$ cat config.mk
export PLATFORM = sky130hd
export DESIGN_NAME = obpl_div
export DESIGN_NICKNAME = d
export VERILOG_FILES = /design/src/sv/obpl_div.sv
export SDC_FILE = /design/constraint.sdc
export NUM_CORES = 1
export LEC_CHECK = 0
export ABC_AREA = 1
export BUFFER_PORTS_ARGS = -buffer_cell sky130_fd_sc_hd__buf_4
export CAP_MARGIN = 0
export CORE_MARGIN = 5
export CORE_UTILIZATION = 30
export DETAILED_ROUTE_END_ITERATION = 8
export GPL_TIMING_DRIVEN = 0
export PLACE_DENSITY_LB_ADDON = 0.12
export SLEW_MARGIN = 25
export SYNTH_ARGS = -nofsm -noshare
export SYNTH_HDL_FRONTEND = slang
export SYNTH_SLANG_ARGS = --single-unit
$ cat constraint.sdc
create_clock -name clk -period 6.59 [get_ports clk]
set_clock_uncertainty 0.1 [all_clocks]
set_input_delay 1.977 -clock clk [delete_from_list [all_inputs] [get_ports clk]]
set_output_delay 1.977 -clock clk [all_outputs]
set_load 0.02 [all_outputs]
$ cat src/sv/obpl_div.sv
// Restoring divider, one quotient bit per cycle, 32 by 16 bits.
// Depends on nothing; used by the top level for the price to level mapping.
module obpl_div (
  input  logic        clk,
  input  logic        rst,
  input  logic        start,
  input  logic [31:0] dividend,
  input  logic [15:0] divisor,
  output logic        done,
  output logic [31:0] quot,
  output logic [15:0] rem
);

  logic        busy;
  logic [4:0]  cnt;
  logic [15:0] dsr;
  logic [16:0] trial;
  logic        ge;

  assign trial = {rem, quot[31]};
  assign ge    = trial >= {1'b0, dsr};

  always_ff @(posedge clk) begin
    if (rst) begin
      busy <= 1'b0;
      done <= 1'b0;
      cnt  <= '0;
    end else begin
      done <= 1'b0;
      if (start) begin
        busy <= 1'b1;
        cnt  <= '0;
        quot <= dividend;
        rem  <= '0;
        dsr  <= divisor;
      end else if (busy) begin
        rem  <= ge ? 16'(trial - {1'b0, dsr}) : trial[15:0];
        quot <= {quot[30:0], ge};
        cnt  <= cnt + 5'd1;
        if (cnt == 5'd31) begin
          busy <= 1'b0;
          done <= 1'b1;
        end
      end
    end
  end

endmodule

* Yosys cells after proc, flatten, opt, wreduce, memory -nomap -nowiden
Index checks and enable logic that the tools add are counted.
** Cells by class
- $add $sub $neg :: 2
- Magnitude comparators :: 1
- Eq/ne operators :: 1
- Bitwise gates (word level) :: 2
- Muxes and demuxes :: 8
- Reduce and logical (&&, ||, !) cells :: 5
** Operators with widths (number)
- two-way mux 32 bit :: 2
- two-way mux 16 bit :: 2
- greater-or-equal comparator 17 x 16 -> 1 bit :: 1
- subtractor 16 bit :: 1
- adder 5 x 1 -> 5 bit (second input constant) :: 1
- == test 5 bit (second input constant) :: 1
- two-way mux 1 bit :: 4
- AND reduction 2 bit :: 2
- OR reduction 3 bit :: 1
- inverter 1 bit :: 2
- nonzero test 2 bit :: 1
- OR reduction 2 bit :: 1
** Word-level totals
- Flip-flop bits (word level) :: 71
- Logic and storage cells :: 25

* Logic depth before layout (Yosys ltp)
- Depth after elaboration :: 4
- Mapped depth :: 14

* Worst setup path before layout
Ideal clock, no wire load.
- Path kind :: input port to flip-flop
- Start :: input port start
- End :: register quot[0] (enable)
- Arrival :: 3291 ps
- Buffers on the path :: 1
- Setup time :: 402 ps
- Stages :: 3
- Required time :: 6088 ps
- Slack :: 2797 ps
- Cells stage by stage :: clkbuf_1 -> o21ai_0 -> inv_1
** Between the ends
- Longest elaborated chain between the ends :: 2
** RTL lines
- from (decl) :: line 6 : input logic start,
- nonzero test 2 bit (no source line)
- AND reduction 2 bit (no source line)
- to (signal assigned) :: line 33 : quot <= dividend;
- to (signal assigned) :: line 38 : quot <= {quot[30:0], ge};
- to (decl) :: line 10 : output logic [31:0] quot,
No other way between the ends.
A chain may end at the register's enable or synchronous reset.

* Worst setup path after layout
- Start :: input port start
- End :: register dsr[12] (enable)
** Between the ends
- Longest elaborated chain between the ends :: 1
** RTL lines
- AND reduction 2 bit (no source line)
- to (signal assigned) :: line 35 : dsr <= divisor;
- to (decl) :: line 16 : logic [15:0] dsr;
No other way between the ends.

==> results_dict.tcl <==
set metrics [dict create \
    r2r_cells 13 \
    wl_mm 10.69 \
    startpoint_type "input port" \
    first_pass_iters 4 \
    cp_max_fo 10 \
    synth_common_cells "206 x nand2_1, 64 x edfxtp_1, 64 x inv_1" \
    cts_made_buffers 9 \
    grt_pass1_wl_mm 17.77 \
    power.density_nw_per_um2 247.3 \
    syn_to_final_growth_pct 30.19 \
    yosysMostFrequentCell "nand2_1" \
    post-route-period-util_pct 53.32 \
    antennaDiodeCount 0 \
    dieHeight_um 128.0 \
    tightest_slew_ns 0.6563 \
    grt_pass1_vias 3636 \
    seq_area_frac_synth_pct 49.40 \
    worstReg2RegEnd "rem[8]$_SDFFCE_PP0P_" \
    postCtsSetupBuffers 0 \
    first_iter_violations 116 \
    slew_viol_final 0 \
    synth_area_leaders "edfxtp_1 46%, nand2_1 19%, inv_1 5.8%" \
    min_to "cnt[3]$_SDFFE_PP0P_" \
    htreeDepth 3 \
    coreArea_um2 13770 \
    fillers 1482 \
    tns_ns 0 \
    hold_viol_final 0 \
    cts_root_buffer "clkbuf_16" \
    setup_viol 0 \
    dp_hpwl_mm 8.269 \
    synth_edf_count 64 \
    synth.cell_area_um2 4174 \
    rsz0062_at_grt "no" \
    syn_nets 581 \
    max_cap_viol_count 0 \
    grt_max_degree 49 \
    hold-path-cell-count 1 \
    instances_no_fill 806 \
    endpoint_kind "flop" \
    arrival_ns 3.46 \
    pin_count 100 \
    ctsHoldBuffers 0 \
    clk_pin_slew_ns 0.05 \
    cts_resized 0 \
    synth_top_cell_area_share_pct 46.04 \
    synth_top_cell_by_area "edfxtp_1" \
    rows 43 \
    max_freq_mhz 284.6 \
    synth_ff_type "edfxtp_1" \
    drive_above_1_share_pct 25.88 \
    die_x_um 128.0 \
    cp.required_ns 6.54 \
    ir_drop_mv 0.1115 \
    syn_area_per_cell_um2 8.168 \
    cts_tree "done" \
    globalplace.congestion 0.8582 \
    drc 0 \
    viasPerCell 4.324 \
    hold_class "flop to flop" \
    grt_usage_pct 13.75 \
    reg2reg_from "quot[31]$_DFFE_PP_" \
    r2r_slack_ns 4.37 \
    clock-sinks 71 \
    dieArea_um2 16370 \
    yosysWarnings 0 \
    critical_path_class "input port to flop" \
    overflow 0 \
    worst_hold_slack_ns 0.3470 \
    min_from "cnt[3]$_SDFFE_PP0P_" \
    timing.final.crit_period_ns 3.514 \
    power.leakage_uw 0.002692 \
    fin_util_pct 39.45 \
    maxSlewHeadroom_pct 56.25 \
    start_util_pct 30.31 \
    status "finished clean" \
    syn_inst 511 \
    dp.cells 790 \
    antenna_found_initial 0 \
    final_net_count 691 \
    drt.antenna.violating_nets 0 \
    synthArstFlopShare_pct 0 \
    synth_cell_types 31 \
    clock_latency_ns 0.34 \
    synth_seq_cells 71 \
    io_buffers 98 \
    vias 3485 \
    clockBufferDepth 2 \
    detail_route.wl_per_cell_um 13.27 \
]
==> cell type report <==
type                    count  area (µm²)  share of cell area (%)
plain buffers              13       85.08                   1.566
repair buffers             99       750.7                   13.82
clock inverters             3       17.52                  0.3224
clock buffers              13       261.5                   4.812
flip-flops and latches     71        2062                   37.95
multi-input cells         352        1748                   32.17
well taps                 180       225.2                   4.145
inverters                  75       284.0                   5.227
==> flip-flops by register name, summed over array words and instances (netlist names) <==
name and flops:
dsr 16, busy 1, quot 32, rem 16, cnt 5, done 1
==> worst max-delay path, stage by stage <==
cell      delay (ns)
clkbuf_1        0.33
inv_1           0.17
clkbuf_1        0.27
nor2_2          0.48
buf_8           0.22
==> power by group <==
part | leakage (µW) | switching [µW] | total (µW) | internal [µW]
clock network | 0.000135 | 185 | 461 | 277
logic | 0.00189 | 201 | 331 | 130
registers | 0.000671 | 18.2 | 551 | 533
total | 0.00269 | 404 | 1340 | 940
==> metal layers <==
layer	track usage [%]	up-vias	wire (µm)
met5	0	-	0
met4	4.869	0	166
met3	4.583	11	850
met2	22.40	99	4962
met1	17.03	1553	4714
li1	-	1822	-
==> cell usage in the layout (no fill, tap or decap), types with 2 or more instances in the layout <==
cell type	count
and2_1	2
nand3_2	5
nor2_2	13
xor2_1	6
edfxtp_1	64
nand3_1	12
clkbuf_16	10
ha_1	18
clkinv_2	2
buf_6	2
nand4_1	5
nand2_1	206
inv_2	10
nand2_2	11
buf_4	99
nand3b_1	9
nor2_4	2
nand2_4	2
nor2_1	38
dfxtp_1	7
o21ai_0	4
clkbuf_1	11
a21oi_1	13
inv_1	63
==> per-stage QoR <==
| stage | setup WS [ns] | total power [µW] | instance area, µm² |
|---|---|---|---|
| 2_1_floorplan | 2.797 | 782.4 | 4174 |
| 3_3_place_gp | 1.891 | 895.2 | 5135 |
| 3_5_place_dp | 2.608 | 897.0 | 5155 |
| 4_1_cts | 2.971 | 1369 | 5434 |
| 5_1_grt | 2.897 | 1427 | 5434 |
| 6_report | 3.076 | 1344 | 5434 |
==> worst max-delay path by stage <==
stage	start	end	slack, ns	cells after the start
after global routing	start	dsr[13]$_DFFE_PP_	2.90	5
after global placement	start	dsr[14]$_DFFE_PP_	1.89	4
after floorplan	start	quot[0]$_DFFE_PP_	2.80	3
final	start	dsr[12]$_DFFE_PP_	3.08	5
after CTS	start	dsr[13]$_DFFE_PP_	2.97	5
after detailed placement	start	dsr[14]$_DFFE_PP_	2.61	5
==> logic make-up (layout without fill, tap and decap cells) <==
logic type	count (synthesis)	after routing	share of synthesized area, %
AOI/OAI and AO/OA	18	18	2.158
adders and majority gates	19	19	5.875
xor gates and xnor gates	6	6	1.259
DFF	71	71	49.40
buffers and inverters	88	203	8.783
and+or+nand+nor	309	309	32.52
No activity file was read; power rests on OpenSTA's default activity.
