===== config.mk =====
export PLATFORM = sky130hd
export DESIGN_NAME = obpl_ram
export DESIGN_NICKNAME = d
export VERILOG_FILES = /design/src/sv/obpl_ram.sv
export SDC_FILE = /design/constraint.sdc
export NUM_CORES = 1
export LEC_CHECK = 0
export BUFFER_PORTS_ARGS = -buffer_cell sky130_fd_sc_hd__buf_2
export CAP_MARGIN = 20
export CORE_MARGIN = 2
export CORE_UTILIZATION = 46
export CTS_BUF_LIST = sky130_fd_sc_hd__clkbuf_8
export DETAILED_ROUTE_END_ITERATION = 8
export PLACE_DENSITY = 0.73
export SYNTH_ARGS = -nofsm -noshare
export SYNTH_HDL_FRONTEND = slang
export SYNTH_SLANG_ARGS = --single-unit

===== constraint.sdc =====
create_clock -name clk -period 2.2 [get_ports clk]
set_input_delay 0.44 -clock clk [delete_from_list [all_inputs] [get_ports clk]]
set_output_delay 0.44 -clock clk [all_outputs]
set_load 0.05 [all_outputs]

===== src/sv/obpl_ram.sv =====
// Generic single write port, single read port RAM with registered read.
// No dependencies.
module obpl_ram #(
  parameter int WIDTH = 8,
  parameter int DEPTH = 16
) (
  input  logic                     clk,
  input  logic                     we,
  input  logic [$clog2(DEPTH)-1:0] waddr,
  input  logic [WIDTH-1:0]         wdata,
  input  logic [$clog2(DEPTH)-1:0] raddr,
  output logic [WIDTH-1:0]         rdata
);

  logic [WIDTH-1:0] mem [DEPTH];

  always_ff @(posedge clk) begin
    if (we) begin
      mem[waddr] <= wdata;
    end
    rdata <= mem[raddr];
  end

endmodule


After elaboration in Yosys (flattened, before gate mapping)
Memories as Yosys holds them, arrays and structs flattened. A register that Yosys moved wholly into a read port is not among the register bits.
Cells that the tools add are included.
{"block": "word_totals", "ff_bits": 0, "mem_bits_rw": 128, "output_inout_bits": 8, "wordCells": 3, "n_memories": 1}
{"name": "mem", "depth": 16, "word_bits": 8, "read_ports": 1, "rd_ports_with_merged_regs": 1, "write_ports": 1, "line_no": "15", "text": "logic [WIDTH-1:0] mem [DEPTH];"}
{"block": "op_classes", "muxes": 2}
{"op": "2-to-1 mux 1 bit", "n": 2}

Longest topological paths before layout
Gate-level depths: netlist (run 1).
{"block": "logic_depth", "depth_word": 2, "mapped_depth": 5, "mapped_depth_nobuf": 3}

Worst setup path after synthesis (run 1)
Ideal clock, no wire load.
{"block": "synth_path", "kind": "input port to flip-flop", "start": "input waddr[2]", "end": "memory mem[0][0], enable pin", "setup_time_ns": 0.383, "arrival_ns": 1.550, "setup_slack_ns": 0.267, "stages": 2, "n_path_buf": 0, "path_cell_list": "or3b_2 -> nor3_1"}
{"element": "from (decl)", "line_no": "9", "text": "input logic [$clog2(DEPTH)-1:0] waddr,"}
{"element": "to (decl)", "line_no": "15"}
No word-level cell before the write port.

Worst setup path after layout (run 1)
{"block": "layout_path", "start": "register rdata[4], read port of mem", "end": "output rdata[4]"}
{"element": "from (decl)", "line_no": "12", "text": "output logic [WIDTH-1:0] rdata"}
No word-level cell between the ends.

==> impl_metrics.env, run 1 <==
export IMPL_cts_resized_gates=0
export IMPL_critPathTopFamily="flip-flops"
export IMPL_cp_arrival_ns=1.07
export IMPL_fin_skew_ns=0.005867
export IMPL_avgSynthCellArea_um2=22.48
export IMPL_clk_latency_ns=0.42
export IMPL_synth_edf_count=128
export IMPL_cts_buffers=17
export IMPL_path_clk_slew_ns=0.07
export IMPL_area_growth_pct=13.88
export IMPL_async_reset_ff_frac=0
export IMPL_drcViolationCount=0
export IMPL_postCtsHoldBufs=0
export IMPL_drive_above_1_share=0.2872
export IMPL_synth_nets=247
export IMPL_power_leakage_nw=2.006
export IMPL_synth_distinct_cells=19
export IMPL_critPathKind="reg -> out"
export IMPL_max_cap_violations=0
export IMPL_cp_num_cells=1
export IMPL_n_antenna_cell=0
export IMPL_antenna_found_initial=0
export IMPL_hold_violations=0
export IMPL_gp_congestion=0.7355
export IMPL_rr_worst_depth=3
export IMPL_numClockSinks=136
export IMPL_initial_core_util=0.4728
export IMPL_yosys_top_cells_count="edfxtp_1 (128), mux4_2 (18), a22oi_1 (16)"
export IMPL_synth_seq_cells=136
export IMPL_rows=38
export IMPL_crit_start="rdata[4]"
export IMPL_cts_buffer_depth=2
export IMPL_routed_wl_um=9135
export IMPL_coreArea_um2=10890
export IMPL_routedWlPerCell_um=20.95
export IMPL_cts_tree="yes"
export IMPL_hp_start="wdata[5]"
export IMPL_setup_viol_count_final=0
export IMPL_ioPinCount=26
export IMPL_synth_seq_area_share=0.7778
export IMPL_synth_top_area_frac=0.7467
export IMPL_report_final_slew_viol_count=0
export IMPL_reg2reg_slack_ns=0.84
export IMPL_hold_depth=1
export IMPL_yosys_area_top_type="edfxtp_1"
export IMPL_post_cts_buffers=0
export IMPL_worst_path_buf_inv=1
export IMPL_power_per_cell_area_nw_per_um2=845.8
export IMPL_start_kind="flip-flop"
export IMPL_finalCritPeriodShare=0.6848
export IMPL_slew_headroom=0.5379
export IMPL_hold_path_class="in -> reg"
export IMPL_grt_max_degree=33
export IMPL_status="finished, final reports clean"
export IMPL_firstDrtPassIters=4
export IMPL_synth_most_common_cell="edfxtp_1"
export IMPL_dieArea_um2=12050
export IMPL_place_ws_ns=0.2579
export IMPL_fp_dieH_um=109.8
export IMPL_hpwl_um=5909
export IMPL_critPathRequiredTime_ns=1.76
export IMPL_crit_fanout=1
export IMPL_timing_final_crit_period_ns=1.507
export IMPL_finalInstanceArea_um2=5862
export IMPL_syn_cell_area_um2=5147
export IMPL_place_area_um2=5524
export IMPL_synthTopCellsByArea="edfxtp_1 (75%), mux4_2 (7.9%), mux4_1 (7.1%)"
export IMPL_port_buffers=25
export IMPL_end_kind="output pin"
export IMPL_synthCells=229
export IMPL_die_x_um=109.8
export IMPL_cp_slowest_cell="dfxtp_1"
export IMPL_grt_overflow_total=0
export IMPL_rsz0062_at_grt="false"
export IMPL_via_per_inst=5.523
export IMPL_setup_ws_ns=0.6934
export IMPL_yosys_most_used_dff="edfxtp_1"
export IMPL_num_vias=2408
export IMPL_ant_nets=0
export IMPL_worstPathCellList="buf_2"
export IMPL_regToRegStartpoint="mem[9][4]"
export IMPL_ys_warnings_count=0
export IMPL_critPathMaxStageDelay_ns=0.36
export IMPL_grt_pass1_wl_um=13720
export IMPL_max_freq_ghz=0.6638
export IMPL_htree_levels=4
export IMPL_grt_usage=0.1682
export IMPL_nNetsFinal=301
export IMPL_grt_pass1_vias=2414
export IMPL_ir_worst_vdd_v=0.0004502
export IMPL_drt_iter0_markers=171
export IMPL_finalSetupTns_ns=0
export IMPL_clk_root_buffer_cell="clkbuf_8"
export IMPL_worst_pin_slew_ns=0.6906
-- per-stage QoR --
step,cells,hold slack (ns),util,power [W]
3_3_place_gp,404,0.6505,0.5074,0.003280
6_report,436,0.3960,0.5384,0.004958
3_5_place_dp,404,0.6603,0.5074,0.003291
4_1_cts,436,0.3712,0.5384,0.004998
5_1_grt,436,0.3754,0.5384,0.005122
2_1_floorplan,229,0.5389,-,0.003171
-- worst reg2reg max path: cells and delay by family (launching register included) --
kind,cells,cell delay [ns]
mux,1,0.50
flops,1,0.35
simple gates,1,0.08
compound gates,1,0.31
-- sequential cells by signal, summed over array words and instances (netlist names) --
register / count
mem: 128
rdata: 8
-- cell usage in the layout, fill, tap and decap left out, drive strengths merged --
cell | Yosys | routed
a22oi | 16 | 16
and2 | 1 | 1
and2b | 1 | 1
buf | 7 | 45
bufinv | 0 | 1
clkbuf | 0 | 19
clkinv | 0 | 4
dfxtp | 8 | 8
edfxtp | 128 | 128
inv | 0 | 8
mux4 | 32 | 32
nand2 | 9 | 9
nand2b | 2 | 2
nand3 | 1 | 1
nand3b | 2 | 2
nor2 | 13 | 13
nor2b | 1 | 1
nor3 | 4 | 4
or3b | 1 | 1
-- worst paths after layout --
kind / endpoint
worst min register to register: rdata[7]
worst max-delay path: rdata[4]
worst min-delay path: mem[6][5]
worst max register to register: rdata[4]
-- area by class of cell --
type / count / area (um^2)
Tap cell: 140 / 175.2
Clock buffer: 19 / 261.5
Fill cell: 821 / 5026
Timing Repair Buffer: 45 / 287.8
Multi-Input combinational cell: 83 / 1057
Sequential cell: 136 / 4004
Clock inverter: 13 / 76.32
-- cell families after synthesis --
family,Yosys count,share of synthesized area
AOI/OAI and AO/OA,16,0.02334
buffers and inverters,10,0.01677
DFF,136,0.7778
muxes,32,0.1502
and+or+nand+nor,35,0.03184
-- metal layers --
layer,vias up,global-route usage,share of wire
met4,0,0.07957,0.017
met1,1232,0.2046,0.41
met5,-,0,0
li1,1080,-,-
met3,13,0.05809,0.074
met2,83,0.2699,0.50
-- power breakdown --
part           internal, W  total (W)  switching [W]
Clock             0.000905    0.00173       0.000823
Sequential         0.00290    0.00291      0.0000171
Combinational     0.000115   0.000318       0.000202
No activity file was read; power rests on OpenSTA's default activity.
==> run 2: changes to the inputs <==
- ABC_AREA: unset -> 1
- PLACE_DENSITY: 0.73 -> 0.75
- clock period: 2.2 -> 1.2 ns (I/O delays scaled with it)
==> impl_metrics.env, run 2 <==
export IMPL_synth_seq_area_share=0.6943
export IMPL_grt_usage=0.2038
export IMPL_port_buffers=25
export IMPL_report_final_slew_viol_count=0
export IMPL_hold_violations=0
export IMPL_syn_cell_area_um2=5767
export IMPL_cp_slowest_cell="dfxtp_2"
export IMPL_drt_iter0_markers=336
export IMPL_synth_seq_cells=136
export IMPL_hpwl_um=7865
export IMPL_avgSynthCellArea_um2=10.47
export IMPL_ir_worst_vdd_v=0.0006840
export IMPL_largest_reg_flops=128
export IMPL_path_clk_slew_ns=0.07
export IMPL_die_x_um=116.0
export IMPL_hold_path_class="in -> reg"
export IMPL_worst_path_buf_inv=1
export IMPL_power_share_switching=0.2259
export IMPL_critPathMaxStageDelay_ns=0.35
export IMPL_crit_fanout=1
export IMPL_gp_congestion=0.8193
export IMPL_synthTopCellsByArea="edfxtp_1 (67%), nand2_1 (11%), nand3_1 (8.4%)"
export IMPL_clkPwrFrac=0.381
export IMPL_yosys_top_cells_count="nand2_1 (173), edfxtp_1 (128), inv_1 (100)"
export IMPL_worst_pin_slew_ns=0.3918
export IMPL_area_growth_pct=16.16
export IMPL_p_switching_w=0.002258
export IMPL_yosys_area_top_type="edfxtp_1"
export IMPL_finalSetupTns_ns=0
export IMPL_postCtsHoldBufs=0
export IMPL_cts_tree="yes"
export IMPL_start_kind="flip-flop"
export IMPL_worstPathCellList="buf_8"
export IMPL_max_cap_violations=0
export IMPL_cts_buffers=17
export IMPL_final_util=0.5531
export IMPL_r2r_end="rdata[6]"
export IMPL_cp_arrival_ns=0.93
export IMPL_drive_above_1_share=0.1506
export IMPL_synth_distinct_cells=12
export IMPL_comb_power_share=0.084
export IMPL_power_frac_seq=0.535
export IMPL_instances_no_fill=779
export IMPL_regMostFlops="mem"
export IMPL_synth_edf_count=128
export IMPL_ant_nets=0
export IMPL_grt_max_degree=43
export IMPL_ioPinCount=26
export IMPL_fin_total_pwr_w=0.009995
export IMPL_cp_num_cells=1
export IMPL_clk_root_buffer_cell="clkbuf_8"
export IMPL_power_leakage_nw=2.918
export IMPL_fin_skew_ns=0.007664
export IMPL_yosys_most_used_dff="edfxtp_1"
export IMPL_antenna_found_initial=0
export IMPL_synth_nets=569
export IMPL_coreArea_um2=12110
export IMPL_htree_levels=4
export IMPL_endpoint="rdata[3]"
export IMPL_critPathRequiredTime_ns=0.96
export IMPL_initial_core_util=0.4761
export IMPL_nNetsFinal=616
export IMPL_firstDrtPassIters=5
export IMPL_async_reset_ff_frac=0
export IMPL_synthCells=551
export IMPL_synth_most_common_cell="nand2_1"
export IMPL_via_per_inst=5.015
export IMPL_power_per_cell_area_nw_per_um2=1492
export IMPL_setup_viol_count_final=0
export IMPL_clk_latency_ns=0.44
export IMPL_reg_largest_list="mem: 128 flops, rdata: 8 flops"
export IMPL_n_antenna_cell=0
export IMPL_slew_headroom=0.7388
export IMPL_end_kind="output pin"
export IMPL_layout_commonest_cell="nand2_1"
export IMPL_dieArea_um2=13450
export IMPL_rows=40
export IMPL_critPathKind="reg -> out"
export IMPL_numClockSinks=136
export IMPL_reg2reg_slack_ns=0.14
export IMPL_routed_wl_um=12640
export IMPL_grt_pass1_vias=3692
export IMPL_num_vias=3907
export IMPL_crit_start="rdata[3]"
export IMPL_cts_buffer_depth=2
export IMPL_rsz0062_at_grt="true"
export IMPL_placed_cells=747
export IMPL_status="finished, final reports clean"
export IMPL_grt_pass1_wl_um=19650
export IMPL_regToRegStartpoint="mem[3][6]"
export IMPL_max_freq_ghz=0.8511
export IMPL_rr_worst_depth=6
export IMPL_fp_dieH_um=116.0
export IMPL_finalCritPeriodShare=0.9791
export IMPL_grt_overflow_total=0
export IMPL_drcViolationCount=0
export IMPL_synth_top_area_frac=0.6665
export IMPL_routedWlPerCell_um=16.23
export IMPL_p_int_w=0.007736
export IMPL_ys_warnings_count=0
export IMPL_final_cell_mix="nand2_1 (173), edfxtp_1 (128), inv_1 (102), nand3_1 (97), clkbuf_8 (23)"
export IMPL_timing_final_crit_period_ns=1.175
export IMPL_critPathTopFamily="flip-flops"
## run 2: cell types whose count changed after synthesis, moves of 4 or more
cell | previous run | this run
a22oi_1 | 16 | 0
buf_2 | 3 | 13
nand3_1 | 1 | 97
nor2_1 | 13 | 17
mux4_2 | 18 | 0
inv_1 | 0 | 100
mux4_1 | 14 | 0
nor3_1 | 4 | 0
nand2_1 | 9 | 173
## run 2: cell type report
cell class	count	area (um^2)
clock inverter	9	97.59
tap	168	210.2
timing repair buffer	52	464.2
fill	1053	5413
inverter	102	382.9
multi-input combinational	289	1214
sequential	136	4014
clock buffer	23	316.6
## run 2: worst min-delay path by stage
stage / start / end / depth (start not counted)
5_1_grt: raddr[3] / rdata[3] / 3
3_5_place_dp: raddr[3] / rdata[3] / 3
6_report: raddr[3] / rdata[3] / 3
4_1_cts: raddr[3] / rdata[3] / 3
2_1_floorplan: wdata[0] / mem[0][0] / 0
3_3_place_gp: raddr[3] / rdata[3] / 3
## run 2: timing repair
action	4_1_cts	5_1_grt
setup buffers	0	0
gates cloned	0	0
setup endpoints to repair	8	7
resized for setup	19	8
## run 2: logic make-up (layout without fill, tap and decap cells)
kind of cell	count (synthesis)	after routing	synth area share
AND/OR/NAND/NOR	289	289	0.2105
flip-flops	136	136	0.6943
buffers and inverters	126	186	0.09525
## run 2: per-stage QoR
stage,setup slack [ns],area (um^2),hold WS [ns]
CTS,-0.0007438,6681,0.1389
global placement,-0.06599,6213,0.6099
finish,0.02507,6699,0.1576
floorplan,0.009155,5767,0.3389
global route,-0.01749,6699,0.1601
detailed placement,-0.1082,6213,0.6228
## run 2: metal layers
metal | share of wire | vias up | track usage
met1 | 0.40 | 1849 | 0.2592
met2 | 0.49 | 161 | 0.3201
li1 | - | 1867 | -
met4 | 0.027 | 0 | 0.09206
met3 | 0.088 | 30 | 0.06747
met5 | 0 | - | 0
## run 2: power groups by stage
stage               Sequential, W  Combinational, W  Clock [W]
global route              0.00536          0.000910    0.00406
floorplan                 0.00554          0.000375          0
finish                    0.00535          0.000841    0.00380
detailed placement        0.00544          0.000792          0
global placement          0.00544          0.000775          0
CTS                       0.00535          0.000833    0.00386
==> run 3: changes to the inputs <==
- CORE_MARGIN: 2 -> unset
- GPL_TIMING_DRIVEN: unset -> 0
==> impl_metrics.env, run 3 (synthesis gave the netlist of run 2 again) <==
export IMPL_multi_input_area_um2=1231
export IMPL_largest_reg_flops=128
export IMPL_fp_dieH_um=114.0
export IMPL_via_per_inst=5.092
export IMPL_start_kind="input port"
export IMPL_worst_pin_slew_ns=0.8098
export IMPL_antenna_found_initial=0
export IMPL_nNetsFinal=610
export IMPL_num_vias=3936
export IMPL_cp_slowest_cell="nor2_1"
export IMPL_path_clk_slew_ns=0.08
export IMPL_area_growth_pct=14.15
export IMPL_grt_pass1_vias=3829
export IMPL_layout_commonest_cell="nand2_1"
export IMPL_cp_arrival_ns=1.41
export IMPL_power_per_cell_area_nw_per_um2=1526
export IMPL_grt_max_degree=17
export IMPL_critPathMaxStageDelay_ns=0.71
export IMPL_finalCritPeriodShare=1.110
export IMPL_regArea_um2=4013
export IMPL_die_x_um=114.0
export IMPL_report_final_slew_viol_count=0
export IMPL_hold_violations=0
export IMPL_cts_buffers=17
export IMPL_clk_root_buffer_cell="clkbuf_8"
export IMPL_grt_usage=0.2218
export IMPL_reg2reg_slack_ns=0.18
export IMPL_ant_nets=0
export IMPL_n_antenna_cell=0
export IMPL_routed_wl_um=13350
export IMPL_power_leakage_nw=2.828
export IMPL_timing_final_crit_period_ns=1.332
export IMPL_rows=40
export IMPL_gp_congestion=0.8643
export IMPL_regMostFlops="mem"
export IMPL_cts_buffer_depth=2
export IMPL_end_kind="flip-flop"
export IMPL_hp_start="wdata[5]"
export IMPL_place_ws_ns=-0.5509
export IMPL_post_cts_buffers=0
export IMPL_regToRegStartpoint="mem[0][7]"
export IMPL_slew_headroom=0.4581
export IMPL_violations="setup timing"
export IMPL_clk_latency_ns=0.45
export IMPL_crit_fanout=8
export IMPL_grt_pass1_wl_um=20690
export IMPL_critPathRequiredTime_ns=1.27
export IMPL_final_cell_mix="nand2_1 (173), edfxtp_1 (128), inv_1 (101), nand3_1 (97), buf_2 (27)"
export IMPL_critPathTopFamily="simple AND/OR/NAND/NOR gates"
export IMPL_drcViolationCount=0
export IMPL_hpwl_um=8673
export IMPL_numClockSinks=136
export IMPL_reg_largest_list="mem: 128 flops, rdata: 8 flops"
export IMPL_drive_above_1_share=0.1521
export IMPL_hold_worst_slack_ns=0.2134
export IMPL_coreArea_um2=12110
export IMPL_htree_levels=4
export IMPL_port_buffers=22
export IMPL_ir_worst_vdd_v=0.0006246
export IMPL_max_freq_ghz=0.7509
export IMPL_critPathKind="in -> reg"
export IMPL_rsz0062_at_grt="true"
export IMPL_routedWlPerCell_um=17.26
export IMPL_hold_path_class="in -> reg"
export IMPL_setup_ws_ns=-0.1318
export IMPL_worst_path_buf_inv=1
export IMPL_status="complete, but fails checks"
export IMPL_cts_tree="yes"
export IMPL_max_cap_violations=0
export IMPL_fin_skew_ns=0.007068
export IMPL_initial_core_util=0.4761
export IMPL_grt_overflow_total=0
export IMPL_ioPinCount=26
export IMPL_hold_end="mem[2][5]"
export IMPL_rr_worst_depth=6
export IMPL_worstPathCellList="buf_2 -> nand3b_1 -> nor2_1"
export IMPL_hold_depth=1
export IMPL_r2r_end="rdata[7]"
export IMPL_firstDrtPassIters=5
export IMPL_setup_viol_count_final=16
export IMPL_dieArea_um2=12990
export IMPL_drt_iter0_markers=415
export IMPL_n_fill_cell=1050
==> run 3: changes by cell type in the layout (fill, tap and decap cells not counted), sizes merged <==
| cell | previous run | this run |
|---|---|---|
| clkinv | 3 | 5 |
| bufinv | 2 | 3 |
| clkinvlp | 2 | 4 |
| clkbuf | 23 | 17 |
| inv | 104 | 105 |
| buf | 52 | 46 |
==> run 3: per-layer routing <==
layer	up-vias	routed length, um	track usage
met3	35	1373	0.05473
met5	-	0	0
met4	0	444	0.1117
li1	1854	-	-
met1	1809	5445	0.2987
met2	238	6081	0.3362
==> run 3: layout make-up <==
class / count / share of cell area
clock buffers: 17 / 0.03554
clock inverters: 15 / 0.02699
multi-input cells: 289 / 0.1870
flip-flops and latches: 136 / 0.6096
well taps: 168 / 0.03193
inverters: 102 / 0.05816
plain buffers: 24 / 0.02528
repair buffers: 22 / 0.02547
==> run 3: where the power goes <==
group	internal, W	switching [W]	total (W)
clock network	0.00206	0.00181	0.00386
registers	0.00531	0.0000369	0.00535
logic	0.000248	0.000590	0.000838
total	0.00761	0.00243	0.0100
==> run 3: timing repair <==
action,CTS,global route
hold buffers,0,0
gates resized for setup,16,16
setup endpoints to repair,24,68
gates cloned,0,0
==> run 3: worst max path at each step <==
stage | start | endpoint | slack (ns) | depth (start not counted)
after floorplan | waddr[3] | mem[4][0] | 0.009 | 2
after global placement | waddr[3] | mem[6][2] | -0.52 | 3
after detailed placement | waddr[3] | mem[7][2] | -0.55 | 3
after CTS | waddr[3] | mem[7][2] | -0.08 | 3
after global routing | waddr[3] | mem[5][2] | -0.14 | 3
final | waddr[3] | mem[5][1] | -0.13 | 3
==> run 3: stage by stage <==
step / instance area, um^2 / cells / power (W) / util / TNS [ns]
CTS: 6544 / 773 / 0.01004 / 0.5403 / -1.118
floorplan: 5767 / 551 / 0.005918 / - / 0
finish: 6583 / 773 / 0.01005 / 0.5435 / -1.801
global route: 6583 / 773 / 0.01034 / 0.5435 / -2.143
detailed placement: 6087 / 741 / 0.006213 / 0.5026 / -49.79
global placement: 6087 / 741 / 0.006194 / 0.5026 / -46.74
==> run 3: worst reg2reg max path: stages (launching register included) <==
cell      delay, ns
edfxtp_1       0.36
inv_1          0.07
nand2_1        0.06
nand3_1        0.09
nand3_1        0.08
nand3_1        0.17
nand2_1        0.08
